## src/caf_pkg.sv

```systemverilog
// shared types and constants of the command apdu framer
package caf_pkg;

    localparam int unsigned CAF_FIFO_DEPTH = 4;
    localparam int unsigned CAF_MAX_BEATS  = 7;

    localparam logic [15:0] LC_SHORT_MAX   = 16'h00FF;
    localparam logic [15:0] LE_SHORT_LIMIT = 16'h0100;
    localparam logic [7:0]  LONG_TOKEN     = 8'h00;

    typedef enum logic [0:0] {
        KIND_HEADER = 1'b0,
        KIND_DATA   = 1'b1
    } kind_t;

    typedef enum logic [1:0] {
        STATUS_OK       = 2'd0,
        STATUS_EMPTY    = 2'd1,
        STATUS_OVERFLOW = 2'd2
    } status_t;

    // one queue entry: a run of up to seven output beats
    typedef struct packed {
        logic [CAF_MAX_BEATS-1:0][7:0] bytes;
        logic [2:0]                    count;
        logic                          last;
        status_t                       status;
        logic [16:0]                   total;
    } cmd_t;

endpackage

```

## src/caf_item_if.sv

```systemverilog
// input channel: header items and data bytes
interface caf_item_if import caf_pkg::*; ();
    logic        valid;
    logic        ready;
    logic        kind;
    logic [7:0]  cmd_class;
    logic [7:0]  instruction;
    logic [15:0] parameter_req;
    logic        has_data;
    logic [15:0] data_len;
    logic [15:0] expected_len;
    logic [15:0] buffer_capacity;
    logic [7:0]  data_byte;

    modport source (
        output valid, kind, cmd_class, instruction, parameter_req, has_data,
        output data_len, expected_len, buffer_capacity, data_byte,
        input  ready
    );

    modport sink (
        input  valid, kind, cmd_class, instruction, parameter_req, has_data,
        input  data_len, expected_len, buffer_capacity, data_byte,
        output ready
    );
endinterface

```

## src/caf_frame_if.sv

```systemverilog
// output channel: encoded frame bytes
interface caf_frame_if import caf_pkg::*; ();
    logic        valid;
    logic        ready;
    logic [7:0]  out_byte;
    logic        last;
    logic [1:0]  status;
    logic [16:0] total_length;

    modport source (
        output valid, out_byte, last, status, total_length,
        input  ready
    );

    modport sink (
        input  valid, out_byte, last, status, total_length,
        output ready
    );
endinterface

```

## src/caf_front.sv

```systemverilog
// front end: frame state, length check and beat-run building
module caf_front import caf_pkg::*; (
    input  logic       clk,
    input  logic       rst_n,
    caf_item_if.sink   item,
    output logic       push,
    output cmd_t       push_data,
    input  logic       push_ready
);

    logic        in_data_phase_reg, in_data_phase_next;
    logic [15:0] bytes_remaining_reg, bytes_remaining_next;
    logic [15:0] pending_le_reg, pending_le_next;
    logic [16:0] frame_length_reg, frame_length_next;

    logic        accept;
    logic        emit;
    logic        final_byte;
    logic        long_lc;
    logic        long_le;
    logic [16:0] total;
    cmd_t        cmd;

    assign item.ready = push_ready;
    assign accept     = item.valid && item.ready;
    assign long_lc    = item.data_len > LC_SHORT_MAX;
    assign long_le    = item.expected_len > LE_SHORT_LIMIT;
    assign final_byte = bytes_remaining_reg <= 16'd1;

    always_comb
    begin
        total = 17'd4;
        if (item.has_data)
        begin
            total = total + {1'b0, item.data_len} + (long_lc ? 17'd3 : 17'd1);
        end
        if (item.expected_len != 16'd0)
        begin
            total = total + (long_le ? 17'd2 : 17'd1);
        end
    end

    always_comb
    begin
        cmd                  = '0;
        emit                 = 1'b0;
        in_data_phase_next   = in_data_phase_reg;
        bytes_remaining_next = bytes_remaining_reg;
        pending_le_next      = pending_le_reg;
        frame_length_next    = frame_length_reg;
        cmd.status           = STATUS_OK;
        case (kind_t'(item.kind))
            KIND_HEADER:
            begin
                emit                 = 1'b1;
                in_data_phase_next   = 1'b0;
                bytes_remaining_next = '0;
                pending_le_next      = '0;
                if (item.has_data && item.data_len == 16'd0)
                begin
                    frame_length_next = '0;
                    cmd.bytes[0]      = 8'h00;
                    cmd.count         = 3'd1;
                    cmd.last          = 1'b1;
                    cmd.status        = STATUS_EMPTY;
                    cmd.total         = '0;
                end
                else if (total > {1'b0, item.buffer_capacity})
                begin
                    frame_length_next = total;
                    cmd.bytes[0]      = 8'h00;
                    cmd.count         = 3'd1;
                    cmd.last          = 1'b1;
                    cmd.status        = STATUS_OVERFLOW;
                    cmd.total         = total;
                end
                else
                begin
                    frame_length_next = total;
                    cmd.total         = total;
                    cmd.bytes[0]      = item.cmd_class;
                    cmd.bytes[1]      = item.instruction;
                    cmd.bytes[2]      = item.parameter_req[15:8];
                    cmd.bytes[3]      = item.parameter_req[7:0];
                    cmd.count         = 3'd4;
                    cmd.last          = !item.has_data;
                    if (item.has_data)
                    begin
                        in_data_phase_next   = 1'b1;
                        bytes_remaining_next = item.data_len;
                        pending_le_next      = item.expected_len;
                        if (long_lc)
                        begin
                            cmd.bytes[4] = LONG_TOKEN;
                            cmd.bytes[5] = item.data_len[15:8];
                            cmd.bytes[6] = item.data_len[7:0];
                            cmd.count    = 3'd7;
                        end
                        else
                        begin
                            cmd.bytes[4] = item.data_len[7:0];
                            cmd.count    = 3'd5;
                        end
                    end
                    else if (item.expected_len != 16'd0)
                    begin
                        if (long_le)
                        begin
                            cmd.bytes[4] = item.expected_len[15:8];
                            cmd.bytes[5] = item.expected_len[7:0];
                            cmd.count    = 3'd6;
                        end
                        else
                        begin
                            // 256 encodes as a single zero byte
                            cmd.bytes[4] = item.expected_len[7:0];
                            cmd.count    = 3'd5;
                        end
                    end
                end
            end
            KIND_DATA:
            begin
                emit         = in_data_phase_reg;
                cmd.total    = frame_length_reg;
                cmd.bytes[0] = item.data_byte;
                cmd.count    = 3'd1;
                cmd.last     = final_byte;
                if (in_data_phase_reg)
                begin
                    if (final_byte)
                    begin
                        in_data_phase_next   = 1'b0;
                        bytes_remaining_next = '0;
                        pending_le_next      = '0;
                        if (pending_le_reg > LE_SHORT_LIMIT)
                        begin
                            cmd.bytes[1] = pending_le_reg[15:8];
                            cmd.bytes[2] = pending_le_reg[7:0];
                            cmd.count    = 3'd3;
                        end
                        else if (pending_le_reg != 16'd0)
                        begin
                            cmd.bytes[1] = pending_le_reg[7:0];
                            cmd.count    = 3'd2;
                        end
                    end
                    else
                    begin
                        bytes_remaining_next = bytes_remaining_reg - 16'd1;
                    end
                end
            end
            default:
            begin
                emit = 1'b0;
            end
        endcase
    end

    assign push      = accept && emit;
    assign push_data = cmd;

    always_ff @(posedge clk or negedge rst_n)
    begin
        if (!rst_n)
        begin
            in_data_phase_reg   <= 1'b0;
            bytes_remaining_reg <= '0;
            pending_le_reg      <= '0;
            frame_length_reg    <= '0;
        end
        else if (accept)
        begin
            in_data_phase_reg   <= in_data_phase_next;
            bytes_remaining_reg <= bytes_remaining_next;
            pending_le_reg      <= pending_le_next;
            frame_length_reg    <= frame_length_next;
        end
    end

    a_idle_clear: assert property (@(posedge clk) disable iff (!rst_n)
        !in_data_phase_reg |-> (bytes_remaining_reg == '0 && pending_le_reg == '0))
        else $error("idle front holds stale frame state");

    a_push_room: assert property (@(posedge clk) disable iff (!rst_n)
        push |-> push_ready)
        else $error("front pushed into a full queue");

    a_phase_len: assert property (@(posedge clk) disable iff (!rst_n)
        in_data_phase_reg |-> frame_length_reg > 17'd5)
        else $error("data phase without a valid frame length");

endmodule

```

## src/caf_fifo.sv

```systemverilog
// queue of beat runs between front and back
module caf_fifo import caf_pkg::*; #(
    parameter int unsigned DEPTH = CAF_FIFO_DEPTH
) (
    input  logic clk,
    input  logic rst_n,
    input  logic push,
    input  cmd_t push_data,
    output logic push_ready,
    output logic head_valid,
    output cmd_t head,
    input  logic pop
);

    localparam int unsigned PTR_W = (DEPTH > 1) ? $clog2(DEPTH) : 1;
    localparam int unsigned CNT_W = $clog2(DEPTH + 1);

    cmd_t             mem_reg [DEPTH];
    logic [PTR_W-1:0] wr_ptr_reg, wr_ptr_next;
    logic [PTR_W-1:0] rd_ptr_reg, rd_ptr_next;
    logic [CNT_W-1:0] count_reg, count_next;
    logic             do_push;
    logic             do_pop;

    assign push_ready = count_reg != CNT_W'(DEPTH);
    assign head_valid = count_reg != '0;
    assign head       = mem_reg[rd_ptr_reg];
    assign do_push    = push && push_ready;
    assign do_pop     = pop && head_valid;

    always_comb
    begin
        wr_ptr_next = wr_ptr_reg;
        rd_ptr_next = rd_ptr_reg;
        count_next  = count_reg;
        if (do_push)
        begin
            wr_ptr_next = (wr_ptr_reg == PTR_W'(DEPTH - 1)) ? '0 : wr_ptr_reg + 1'b1;
        end
        if (do_pop)
        begin
            rd_ptr_next = (rd_ptr_reg == PTR_W'(DEPTH - 1)) ? '0 : rd_ptr_reg + 1'b1;
        end
        if (do_push && !do_pop)
        begin
            count_next = count_reg + 1'b1;
        end
        else if (do_pop && !do_push)
        begin
            count_next = count_reg - 1'b1;
        end
    end

    always_ff @(posedge clk)
    begin
        if (do_push)
        begin
            mem_reg[wr_ptr_reg] <= push_data;
        end
    end

    always_ff @(posedge clk or negedge rst_n)
    begin
        if (!rst_n)
        begin
            wr_ptr_reg <= '0;
            rd_ptr_reg <= '0;
            count_reg  <= '0;
        end
        else
        begin
            wr_ptr_reg <= wr_ptr_next;
            rd_ptr_reg <= rd_ptr_next;
            count_reg  <= count_next;
        end
    end

    a_count_bound: assert property (@(posedge clk) disable iff (!rst_n)
        count_reg <= CNT_W'(DEPTH))
        else $error("queue count beyond depth");

    a_ptr_match: assert property (@(posedge clk) disable iff (!rst_n)
        (count_reg == '0) |-> (wr_ptr_reg == rd_ptr_reg))
        else $error("empty queue with diverged pointers");

    a_pop_drops: assert property (@(posedge clk) disable iff (!rst_n)
        (do_pop && !do_push) |=> count_reg == $past(count_reg) - 1'b1)
        else $error("pop did not drain an entry");

endmodule

```

## src/caf_back.sv

```systemverilog
// back end: walks each beat run out onto the frame channel
module caf_back import caf_pkg::*; (
    input  logic       clk,
    input  logic       rst_n,
    input  logic       head_valid,
    input  cmd_t       head,
    output logic       pop,
    caf_frame_if.source frame
);

    logic [2:0] idx_reg, idx_next;
    logic       beat_done;
    logic       run_end;

    assign run_end   = idx_reg == (head.count - 3'd1);
    assign beat_done = frame.valid && frame.ready;
    assign pop       = beat_done && run_end;

    assign frame.valid        = head_valid;
    assign frame.out_byte     = head.bytes[idx_reg];
    assign frame.last         = head.last && run_end;
    assign frame.status       = head.status;
    assign frame.total_length = head.total;

    always_comb
    begin
        idx_next = idx_reg;
        if (pop)
        begin
            idx_next = '0;
        end
        else if (beat_done)
        begin
            idx_next = idx_reg + 3'd1;
        end
    end

    always_ff @(posedge clk or negedge rst_n)
    begin
        if (!rst_n)
        begin
            idx_reg <= '0;
        end
        else
        begin
            idx_reg <= idx_next;
        end
    end

    a_idx_bound: assert property (@(posedge clk) disable iff (!rst_n)
        head_valid |-> idx_reg < head.count)
        else $error("beat index past end of run");

    a_idle_idx: assert property (@(posedge clk) disable iff (!rst_n)
        !head_valid |-> idx_reg == '0)
        else $error("beat index left over without a run");

    a_error_single: assert property (@(posedge clk) disable iff (!rst_n)
        (head_valid && head.status != STATUS_OK) |-> (head.count == 3'd1 && head.last))
        else $error("error run longer than one beat");

endmodule

```

## src/command_apdu_framer.sv

```systemverilog
// top level of the command apdu framer
// Takes one input beat per cycle whenever the run queue has room: a header beat turns into
// a run of 1 to 7 frame bytes (one error byte, or CLA INS P1 P2 and Lc, or Le when there is
// no data field), a data beat in a data field into 1 to 3 bytes (the byte itself and Le after
// the last one); data beats outside a data field are dropped. The output side sends one frame
// byte per cycle while the frame sink is ready, so streamed data then sustains one beat per
// cycle, and a header run holds the output until all its bytes are sent; the FIFO_DEPTH-entry
// run queue between the two sides absorbs that expansion and lets either side stall alone.
module command_apdu_framer import caf_pkg::*; #(
    parameter int unsigned FIFO_DEPTH = CAF_FIFO_DEPTH
) (
    input  logic        clk,
    input  logic        rst_n,
    caf_item_if.sink    item,
    caf_frame_if.source frame
);

    logic push;
    logic push_ready;
    logic head_valid;
    logic pop;
    cmd_t push_data;
    cmd_t head;

    caf_front u_front (
        .clk        (clk),
        .rst_n      (rst_n),
        .item       (item),
        .push       (push),
        .push_data  (push_data),
        .push_ready (push_ready)
    );

    caf_fifo #(
        .DEPTH (FIFO_DEPTH)
    ) u_fifo (
        .clk        (clk),
        .rst_n      (rst_n),
        .push       (push),
        .push_data  (push_data),
        .push_ready (push_ready),
        .head_valid (head_valid),
        .head       (head),
        .pop        (pop)
    );

    caf_back u_back (
        .clk        (clk),
        .rst_n      (rst_n),
        .head_valid (head_valid),
        .head       (head),
        .pop        (pop),
        .frame      (frame)
    );

endmodule
```

## src/flat_wrapper.sv

```systemverilog
// flat-port wrapper written by rule: the top's interface ports become plain ports
module command_apdu_framer_flat import caf_pkg::*;
#(
    parameter int unsigned FIFO_DEPTH = CAF_FIFO_DEPTH
)
  (clk, rst_n, item_valid, item_kind, item_cmd_class, item_instruction, item_parameter_req, item_has_data, item_data_len, item_expected_len, item_buffer_capacity, item_data_byte, item_ready, frame_valid, frame_out_byte, frame_last, frame_status, frame_total_length, frame_ready);
  caf_item_if item_i ();
  caf_frame_if frame_i ();
  input  logic clk;
  input  logic rst_n;
  input wire logic [$bits(item_i.valid)-1:0] item_valid;
  input wire logic [$bits(item_i.kind)-1:0] item_kind;
  input wire logic [$bits(item_i.cmd_class)-1:0] item_cmd_class;
  input wire logic [$bits(item_i.instruction)-1:0] item_instruction;
  input wire logic [$bits(item_i.parameter_req)-1:0] item_parameter_req;
  input wire logic [$bits(item_i.has_data)-1:0] item_has_data;
  input wire logic [$bits(item_i.data_len)-1:0] item_data_len;
  input wire logic [$bits(item_i.expected_len)-1:0] item_expected_len;
  input wire logic [$bits(item_i.buffer_capacity)-1:0] item_buffer_capacity;
  input wire logic [$bits(item_i.data_byte)-1:0] item_data_byte;
  output wire logic [$bits(item_i.ready)-1:0] item_ready;
  output wire logic [$bits(frame_i.valid)-1:0] frame_valid;
  output wire logic [$bits(frame_i.out_byte)-1:0] frame_out_byte;
  output wire logic [$bits(frame_i.last)-1:0] frame_last;
  output wire logic [$bits(frame_i.status)-1:0] frame_status;
  output wire logic [$bits(frame_i.total_length)-1:0] frame_total_length;
  input wire logic [$bits(frame_i.ready)-1:0] frame_ready;
  assign item_i.valid = item_valid;
  assign item_i.kind = item_kind;
  assign item_i.cmd_class = item_cmd_class;
  assign item_i.instruction = item_instruction;
  assign item_i.parameter_req = item_parameter_req;
  assign item_i.has_data = item_has_data;
  assign item_i.data_len = item_data_len;
  assign item_i.expected_len = item_expected_len;
  assign item_i.buffer_capacity = item_buffer_capacity;
  assign item_i.data_byte = item_data_byte;
  assign item_ready = item_i.ready;
  assign frame_valid = frame_i.valid;
  assign frame_out_byte = frame_i.out_byte;
  assign frame_last = frame_i.last;
  assign frame_status = frame_i.status;
  assign frame_total_length = frame_i.total_length;
  assign frame_i.ready = frame_ready;
  command_apdu_framer #(.FIFO_DEPTH(FIFO_DEPTH)) u_core (.clk(clk), .rst_n(rst_n), .item(item_i), .frame(frame_i));
endmodule
```

## config.mk

```make
export PLATFORM = sky130hd
export DESIGN_NAME = command_apdu_framer_flat
export DESIGN_NICKNAME = d
export VERILOG_FILES = /design/src/caf_pkg.sv /design/src/caf_item_if.sv /design/src/caf_frame_if.sv /design/src/caf_front.sv /design/src/caf_fifo.sv /design/src/caf_back.sv /design/src/command_apdu_framer.sv /design/src/flat_wrapper.sv
export SDC_FILE = /design/constraint.sdc
export NUM_CORES = 1
export LEC_CHECK = 0
export ABC_AREA = 0
export CORE_ASPECT_RATIO = 2
export CORE_MARGIN = 2
export CORE_UTILIZATION = 65
export CTS_CLUSTER_DIAMETER = 60
export DETAILED_ROUTE_END_ITERATION = 12
export DONT_BUFFER_PORTS = 1
export HOLD_SLACK_MARGIN = 0.05
export PLACE_DENSITY = 0.81
export SETUP_SLACK_MARGIN = 0.3
export SLEW_MARGIN = 30
export SYNTH_ARGS = -nofsm -noshare
export SYNTH_HDL_FRONTEND = slang
export SYNTH_SLANG_ARGS = --single-unit
```

## constraint.sdc

```tcl
create_clock -name clk -period 8.2 [get_ports clk]
set_input_delay 1.23 -clock clk [delete_from_list [all_inputs] [get_ports clk]]
set_output_delay 1.23 -clock clk [all_outputs]
set_load 0.02 [all_outputs]
```

== After elaboration in Yosys (flattened, before gate mapping) ==
Memories as Yosys holds them, arrays and structs flattened.
Index checks and enable logic that the tools add are counted.
Cells by class
  equal/unequal tests: 6
  bitwise logic cells: 1
  multiplexer cells: 63
  $lt $le $gt $ge: 6
  add/subtract/negate cells: 10
  reduce and logical (&&, ||, !) cells: 22
Operators by type and width (number)
  $mux W16: 15
  $mux W48: 2
  $mux W8: 8
  $pmux W16 S2: 2
  $pmux W28 S2: 1
  $mux W17: 3
  $add A17 B2 Y17: 2
  $pmux W17 S2: 1
  $gt A16 B9 Y1 const B: 2
  $mux W32: 1
  $reduce_bool A16 Y1: 2
  $mux W31: 1
  $mux W2: 13
  $bmux W8 S3: 1
  $add A3 B16 Y17 const A: 1
  $gt A17 B16 Y1: 1
  $gt A16 B8 Y1 const B: 1
  $le A16 B1 Y1 const B: 1
  $logic_not A16 Y1: 1
  $sub A16 B1 Y16 const B: 1
  $mux W3: 5
  $mux W12: 1
  $logic_and A1 B1 Y1: 10
  $mux W1: 7
  15 further kinds: 25
Storage, ports and cells
  output and inout port bits: 30
  bits in writable memories: 316
  memories kept: 1
  bits in registers: 60
  word-level logic and storage cells: 117
Memory list
  u_core.u_fifo.mem_reg: words 4, width 79, rd ports 1, clocked after memory_dff 0, write ports 1, line caf_fifo.sv:18  | cmd_t mem_reg [DEPTH];

== Longest topological paths before layout ==
  word-level depth: 10
  depth in mapped cells: 24

== Cells and area by module ==
From an unflattened synthesis, not the netlist that was laid out.
Unflattened totals
  cell total of the unflattened synthesis: 1229
  area, all modules: 17680.7 µm²
Modules (own cells, without submodules)
  caf_fifo: sequential area each 9664.3 µm², instances 1, area each 11912.7 µm², cells an instance 450
  caf_front: sequential area each 1251.2 µm², instances 1, area each 4933.5 µm², cells an instance 687
  caf_back: sequential area each 75.1 µm², instances 1, area each 834.6 µm², cells an instance 92

== Least setup slack after synthesis ==
Ideal clock, no wire load.
  kind: input-to-reg
  start point: in item_data_len[12]
  end point: mem u_core.u_fifo.mem_reg[0][29] in the netlist's numbering (data pin)
  arrival: 5946 ps
  cell stages on the path: 21
  library setup time: 146 ps
  path slack: 2108 ps
  buffers on the path: 4
  path through: clkbuf_1 > nor4_1 > nand2_1 > inv_1 > fa_1 > nor2b_1 > clkbuf_1 > or3_1 > a221o_1 > or4_4 > or4b_4 > nand2_1 > ha_1 > a211o_1 > a211oi_1 > a21boi_0 > a211o_1 > buf_4 > inv_2 > clkbuf_1 > a22o_1
RTL lines
  from (decl): line flat_wrapper.sv:17  | input wire logic [$bits(item_i.data_len)-1:0] item_data_len;
  to (decl): line caf_fifo.sv:18

==> impl_metrics.env <==
export IMPL_outcome="completed"
export IMPL_antenna_found_initial=0
export IMPL_m1WireLength_microns=14600
export IMPL_cp_start_kind="input port"
export IMPL_r2r_cells=14
export IMPL_cts_htree_levels=1
export IMPL_synth_largest_area_cell="edfxtp_1"
export IMPL_synth_common_cells="316 x edfxtp_1, 87 x mux4_2, 75 x nand2_1"
export IMPL_fill_cells=1630
export IMPL_fp_dieH_microns=236
export IMPL_synthToLayoutAreaGrowth_pct=7.40
export IMPL_worst_pin_slew_ns=1.02
export IMPL_finalCritPeriodShare_pct=78.1
export IMPL_drive_gt1_share_pct=16.3
export IMPL_critPathSlowestCell="or4_4"
export IMPL_rsz0062_at_grt="no"
export IMPL_syn_area_sq_um=17500
export IMPL_multi_input_area_sq_um=5940
export IMPL_avgSynthCellArea_sq_um=14.6
export IMPL_period_minus_slack_ns=6.40
export IMPL_clock_skew_ns=0.0346
export IMPL_vdd_ir_drop_worst_uv=228
export IMPL_first_global_vias=11000
export IMPL_fmax_mhz=156
export IMPL_max_stage_delay_ns=0.64
export IMPL_slew_violations=0
export IMPL_synth_warnings=0
export IMPL_hold_class="in2async"
export IMPL_antenna_cells=0
export IMPL_first_iter_violations=1353
export IMPL_remaining_drc_errors=0
export IMPL_yosysMostFrequentCell="edfxtp_1"
export IMPL_largest_reg_flops=316
export IMPL_reg2reg_slack_ns=3.85
export IMPL_hold_buffers=0
export IMPL_regArea_sq_um=11000
export IMPL_maxCapViolCount=0
export IMPL_globalplace_congestion=1.02
export IMPL_cts_post_setup_buffers_inserted=0
export IMPL_grt_max_degree=72
export IMPL_numCtsBuffers=30
export IMPL_place_ws_ns=1.10
export IMPL_synth_edf_count=316
export IMPL_wl_met3_microns=3800
export IMPL_cp_max_fo=61
export IMPL_clkTransAtPathRegs_ns=0.07
export IMPL_power_density_nw_per_um2=318
export IMPL_synth_cell_type_count=74
export IMPL_r2r_start="u_core.u_fifo.rd_ptr_reg[1]"
export IMPL_syn_num_nets=1323
export IMPL_tns_ns=0
export IMPL_grt_usage_pct=32.0
export IMPL_hold_violations=0
export IMPL_arrival_ns=6.65
export IMPL_ys_ff_latch=376
export IMPL_cts_path_max_buffers=3
export IMPL_crit_path_start="item_data_len[11]"
export IMPL_leakagePower_nw=6.50
export IMPL_die_width_microns=120
export IMPL_critical_path_top_delay_family="simple AND/OR/NAND/NOR gates"
export IMPL_layout_nets=1301
export IMPL_end_kind="flop"
export IMPL_cts_num_sinks=376
export IMPL_placedInstanceArea_sq_um=17700
export IMPL_top_layer="met4"
export IMPL_yosysTopAreaCellShare_pct=54.3
export IMPL_crit_type="in2reg"
export IMPL_worst_slack_ns=1.80
export IMPL_async_flop_share_pct=16.0
export IMPL_final_antenna_net_count=0
export IMPL_dp_hpwl_microns=29700
export IMPL_netlist_instances=1196
export IMPL_slew_headroom_pct=31.9
export IMPL_r2r_end="u_core.u_fifo.count_reg[1]"
export IMPL_synth_area_leaders="edfxtp_1 54%, mux4_2 11%, dfrtp_1 8.6%, ha_1 2.1%, o21ai_0 1.8%"
export IMPL_io_pins=124
export IMPL_via_count=11000
export IMPL_coreArea_sq_um=26400
export IMPL_gr_total_overflow=0
export IMPL_wl_per_cell_microns=28.9
export IMPL_met2RoutedLength_microns=23200
export IMPL_drt_vias_per_instance=7.12
export IMPL_synth_seq_area_share_pct=62.9
export IMPL_finalSetupViolCount=0
export IMPL_stdcell_area_sq_um=18800
export IMPL_cts_repair_resized=0
export IMPL_grt_pass1_wl_microns=67400
export IMPL_worstPathCellList="nor4_1, nand2_1, inv_1, fa_1, nor2b_2, o31a_1, o221ai_1, or4_4, o21ai_0, nand2_1, ha_1, nand3_1, nor3_1, a211oi_1, a21boi_0, a211o_2, buf_4, o21ai_0"
export IMPL_crit_buf_inv=2
export IMPL_die_area_sq_um=28300
export IMPL_port_buffer_count=0
export IMPL_required_ns=8.45
export IMPL_cts_root_buffer="clkbuf_16"
export IMPL_synth_ff_type="edfxtp_1"
export IMPL_fp_row_count=84
export IMPL_drt_pass1_iterations=6
export IMPL_clk_latency_ns=0.59
export IMPL_wl_microns=44600
export IMPL_cts_tree="built"
export IMPL_initial_core_util_pct=66.2
export IMPL_fin_util_pct=71.1
-- worst max path at each step --
| stage | cells after the start | slack [ns] | endpoint |
|---|---|---|---|
| 3_3_place_gp | 18 | 1.26 | u_core.u_fifo.mem_reg[0][38] |
| 6_report | 18 | 1.80 | u_core.u_fifo.mem_reg[3][35] |
| 2_1_floorplan | 21 | 2.11 | u_core.u_fifo.mem_reg[0][29] |
| 3_5_place_dp | 18 | 1.10 | u_core.u_fifo.mem_reg[0][35] |
| 5_1_grt | 18 | 1.50 | u_core.u_fifo.mem_reg[3][35] |
| 4_1_cts | 18 | 1.65 | u_core.u_fifo.mem_reg[2][35] |
-- report_power, final --
group / internal [mW] / switching [mW]
logic: 0.781 / 1.08
clock network: 0.788 / 0.673
registers: 2.43 / 0.219
-- final cells by class --
cell class                 instances  share of cell area, %
clock buffer                      36                   4.17
tap                              344                   2.29
sequential                       376                   58.6
timing repair buffer              17                  0.767
multi-input combinational        685                   31.7
clock inverter                    20                   1.19
inverter                          64                   1.28
-- layout by cell type (no fill, tap or decap), drive strengths merged, types with 12 or more instances in the layout --
master	instances
nand3	27
and2	21
ha	30
a22oi	19
mux2	19
xnor2	15
buf	17
mux2i	12
o41ai	13
edfxtp	316
dfrtp	60
mux4	87
nor2	46
nand2	75
a22o	23
clkbuf	36
o21ai	64
inv	66
nor4	22
nor3	37
a21oi	37
-- through the flow --
step	cells	hold slack [ns]	power [mW]
finish	1542	0.350	5.97
global route	1542	0.331	6.20
CTS	1541	0.319	5.98
detailed placement	1485	0.471	4.52
global placement	1485	0.461	4.46
floorplan	1196	0.444	4.05
-- routing by layer --
metal / track usage [%] / vias up
met5: 0 / -
met4: 16.9 / 0
met3: 6.29 / 160
met2: 55.1 / 662
met1: 37.6 / 5502
li1: - / 4658
-- kinds of logic (layout without fill, tap and decap cells) --
kind of cell             Yosys count  after routing  share of synthesized area (%)
multiplexers                     118            118                           13.1
flip-flops                       376            376                           62.9
adder cells (fa/ha/maj)           33             33                           2.49
AND/OR/NAND/NOR                  287            287                           8.54
buffers and inverters            135            137                           3.15
XOR/XNOR                          21             21                           1.05
AO/OA/AOI/OAI                    226            226                           8.74
No activity file was read; power rests on OpenSTA's default activity.
